File: src/rtl/cpss_ram.sv
// Generic simple dual-port RAM with registered read data.
`timescale 1ns / 1ps
module cpss_ram #(
  parameter int unsigned WIDTH = 21,
  parameter int unsigned DEPTH = 64,
  localparam int unsigned AW = $clog2(DEPTH)
) (
  input  logic             clk_i,
  input  logic             we_i,
  input  logic [AW-1:0]    waddr_i,
  input  logic [WIDTH-1:0] wdata_i,
  input  logic [AW-1:0]    raddr_i,
  output logic [WIDTH-1:0] rdata_o
);

  logic [WIDTH-1:0] mem_q [DEPTH];
  logic [WIDTH-1:0] rdata_q;

  // Write one entry, read one entry per cycle
  always_ff @(posedge clk_i) begin
    if (we_i) begin
      mem_q[waddr_i] <= wdata_i;
    end
    rdata_q <= mem_q[raddr_i];
  end

  assign rdata_o = rdata_q;

endmodule

File: config.mk
export PLATFORM = sky130hd
export DESIGN_NAME = cpss_ram
export DESIGN_NICKNAME = d
export VERILOG_FILES = /design/src/rtl/cpss_ram.sv
export SDC_FILE = /design/constraint.sdc
export NUM_CORES = 1
export LEC_CHECK = 0
export BUFFER_PORTS_ARGS = -buffer_cell sky130_fd_sc_hd__clkbuf_2
export CELL_PAD_IN_SITES_DETAIL_PLACEMENT = 0
export CELL_PAD_IN_SITES_GLOBAL_PLACEMENT = 1
export CORE_ASPECT_RATIO = 0.6
export CORE_MARGIN = 5
export CORE_UTILIZATION = 51
export DETAILED_ROUTE_END_ITERATION = 10
export GPL_ROUTABILITY_DRIVEN = 1
export GPL_TIMING_DRIVEN = 0
export PLACE_DENSITY_LB_ADDON = 0.1
export SYNTH_ARGS = -nofsm -noshare
export SYNTH_HDL_FRONTEND = slang
export SYNTH_SLANG_ARGS = --single-unit
File: constraint.sdc
create_clock -name clk_i -period 2.95 [get_ports clk_i]
set_input_delay 0.59 -clock clk_i [delete_from_list [all_inputs] [get_ports clk_i]]
set_output_delay 0.59 -clock clk_i [all_outputs]
set_load 0.02 [all_outputs]
==> metrics <==
leakage=0.0182 µW; Critical R2R Capture=rdata_o[4]$_DFF_P_; Final Skew=0.0292 ns; PD cells=672 nW/µm²; Synth cell types=35; final hold vios=0; Die ar.=108,000 µm²; Layout area overhead=14.3%; ratio of cells with drive above 1 in the final layout=0.314; failing checks=negative setup slack; relative slew slack=0.0833; netlist area before placement=51,700 µm²; worst slew pin tran=1.38 ns; drt first-iter violations=3,819; Setup WS pre-CTS=-1.65 ns; GRT Overall Usage=0.255; Period minus WS final=2.95 ns; I/O pins=56; antenna viol nets, final=0; vias per inst=6.48; Core Area=101,000 µm²; Routed WL per cell=35.8 µm; vias=24,900; DRC Markers=0; worst hold margin=0.299 ns; first-pass GRT wire length=191,000 µm; antenna violations before repair=13; Clock power frac=0.402; Worst R2R Start=mem_q[39][4]$_DFFE_PP_; Max Cap Viol=0; area occupied by registers=40,800 µm²; Final Wtd Congestion=0.887; CTS tree=done; Critical Path Start=raddr_i[2]; DR pass1 iterations=7; share of the yosys chip area belonging to registers=0.789; Port Buf Inserts=46; post-route clock period utilization=1.00; number of core rows=90; post-detail-place hpwl=88,400 µm; R2R depth=4; startpoint type of the worst setup path=primary input; Worst Hold Class=in2reg; Post-Route WL=138,000 µm; Avg Cell Area, Syn=23.6 µm²; htree depth=3; clock root buffer=clkbuf_16; vias in the first global route=24,000; slowest cell on the critical path=clkdlybuf4s15_1; multi-input logic area=10,800 µm²; fmax=0.339 GHz; width of the die=421 µm; delay-heaviest family, CP=buffers and inverters; Final WS setup=-0.00234 ns; fin area=59,100 µm²; WP depth=6; worst skew pair latency=0.73 ns; CP max stage delay=0.71 ns; CTS Buf Count=119; clk buf depth=3; Crit. End Element=flip-flop; FILL cells=7,148; pin count of the biggest net entering global routing=65; Max FO, Critical Path=10; Switch Pwr=8520 µW; Syn Inst Count=2,190; Slew Viols, Final=0; DIE HEIGHT=257 µm; arrival time worst endpoint=3.50 ns; Starting Density=0.514; VDD IR max=0.000516 V; FF-to-FF setup slack=0.52 ns; Synth Warn #=0; logic gate share of total power=0.057; setup violators final=1; CTS sink count=1,365; unrepaired setup endpoints after global routing=yes; buffers and inverters on the worst path=3; status=finished with violations; Placed Area=54,700 µm²; clock-pin slew on the worst setup and hold paths=0.07 ns; Int Pwr=31,200 µW; Synth Register Bits=1,365; Critical Path RT=3.50 ns; Nets=2,438; Syn Nets=2,225; sw frac=0.214; worst path cell trace=buf_2 -> clkdlybuf4s15_1 -> clkbuf_1 -> mux4_2 -> o21ai_0 -> o31ai_1; crit path kind=in2reg; Setup crit end=rdata_o[7]$_DFF_P_; Seq pwr share=0.541; Hold-fix buffers, CTS=0; Overflow after GRT=0
## synth_stat cells
master / count / share of area
mux2_2: 6 / 0.0013
o221ai_1: 34 / 0.0058
nor3_1: 3 / 0.00029
clkbuf_1: 53 / 0.0038
or2_2: 1 / 0.00012
mux2i_1: 51 / 0.0099
or4_1: 6 / 0.00087
dfxtp_1: 21 / 0.0081
and2_0: 1 / 0.00012
or4b_2: 1 / 0.00019
buf_2: 24 / 0.0023
nand3b_1: 6 / 0.00087
buf_6: 5 / 0.0011
or3b_2: 1 / 0.00017
nand3_1: 9 / 0.00087
nand2_1: 16 / 0.0012
a21oi_1: 14 / 0.0014
nor2b_1: 25 / 0.0030
nor2_1: 73 / 0.0053
nand2b_1: 6 / 0.00073
o22ai_1: 18 / 0.0022
buf_1: 8 / 0.00058
buf_4: 28 / 0.0041
nand4b_1: 1 / 0.00017
nand4_1: 3 / 0.00036
o21ai_1: 2 / 0.00019
and2_1: 1 / 0.00012
edfxtp_1: 1344 / 0.78
o31ai_1: 20 / 0.0029
a22oi_1: 16 / 0.0023
mux4_2: 356 / 0.16
or3_1: 1 / 0.00012
o21ai_0: 21 / 0.0020
a211oi_1: 14 / 0.0020
nor4_1: 1 / 0.00012
## routing by layer
metal | GRT usage | up-vias | part of all wire
li1 | - | 9880 | -
met1 | 0.420 | 13500 | 0.45
met2 | 0.338 | 1336 | 0.41
met3 | 0.0792 | 165 | 0.12
met4 | 0.0499 | 0 | 0.020
met5 | 0 | - | 0
## cells in the final DEF, fill, tap and decap left out, drive strengths merged, types with 3 or more instances in the layout
master	Yosys	routed
edfxtp	1344	1344
mux4	356	356
clkbuf	53	238
buf	65	122
nor2	73	73
mux2i	51	51
clkinv	0	43
o221ai	34	34
nor2b	25	25
o21ai	23	23
dfxtp	21	21
o31ai	20	20
o22ai	18	18
nand2	16	16
a22oi	16	16
a211oi	14	14
a21oi	14	14
bufinv	0	14
clkinvlp	0	11
nand3	9	9
nand3b	6	6
nand2b	6	6
mux2	6	6
or4	6	6
diode	0	4
inv	0	4
nand4	3	3
nor3	3	3
## state kept, by name, summed over array words and instances, names as in the netlist
signal and cells:
mem_q 1344, rdata_o 21
## power by group through the flow
| stage | clock, µW | sequential [µW] | combinational (µW) |
|---|---|---|---|
| floorplan | 0 | 22000 | 1030 |
| global placement | 0 | 21900 | 2110 |
| detailed placement | 0 | 21900 | 2190 |
| CTS | 16100 | 21500 | 2200 |
| global route | 17000 | 21500 | 2370 |
| finish | 16000 | 21500 | 2260 |
## through the flow
| step | util | setup TNS (ns) | instances | power, µW |
|---|---|---|---|---|
| final | 0.588 | -0.00234 | 3844 | 39700 |
| after detailed placement | 0.544 | -197.93 | 3602 | 24100 |
| after global routing | 0.588 | -0.0994 | 3841 | 40900 |
| after floorplan | - | 0 | 2190 | 23000 |
| after global placement | 0.533 | -1212.44 | 3570 | 24000 |
| after CTS | 0.585 | 0 | 3828 | 39900 |
## what timing repair did
action	CTS	global route
endpoints found under the setup margin	21	17
hold endpoints to repair	0	0
pin swaps	1	0
setup buffers	2	0
resized for setup	25	22
## cells by family (layout without fill, tap and decap cells)
group,Yosys count,count (layout),synth area share
AO/OA/AOI/OAI,139,139,0.0188
flip-flops,1365,1365,0.789
buffers and inverters,118,434,0.0119
other,0,4,0
multiplexers,413,413,0.166
AND/OR/NAND/NOR,155,155,0.0146
## area by class of cell
class,instances,area share
buffer,118,0.0111
clock buffer,152,0.0549
sequential,1365,0.690
multi-input combinational,707,0.182
antenna,4,0.000169
timing repair buffer,92,0.0210
clock inverter,72,0.0123
tap,1334,0.0282
## how the worst min path moves through the flow
stage | start | end | slack, ns | cells past startpoint
6_report | wdata_i[3] | mem_q[34][3]$_DFFE_PP_ | 0.30 | 1
5_1_grt | wdata_i[3] | mem_q[38][3]$_DFFE_PP_ | 0.27 | 1
4_1_cts | raddr_i[5] | rdata_o[9]$_DFF_P_ | 0.41 | 3
3_5_place_dp | mem_q[6][14]$_DFFE_PP_ | rdata_o[14]$_DFF_P_ | 0.89 | 3
3_3_place_gp | mem_q[6][14]$_DFFE_PP_ | rdata_o[14]$_DFF_P_ | 0.92 | 3
2_1_floorplan | wdata_i[0] | mem_q[0][0]$_DFFE_PP_ | 0.69 | 0
No activity file was read; power rests on OpenSTA's default activity.
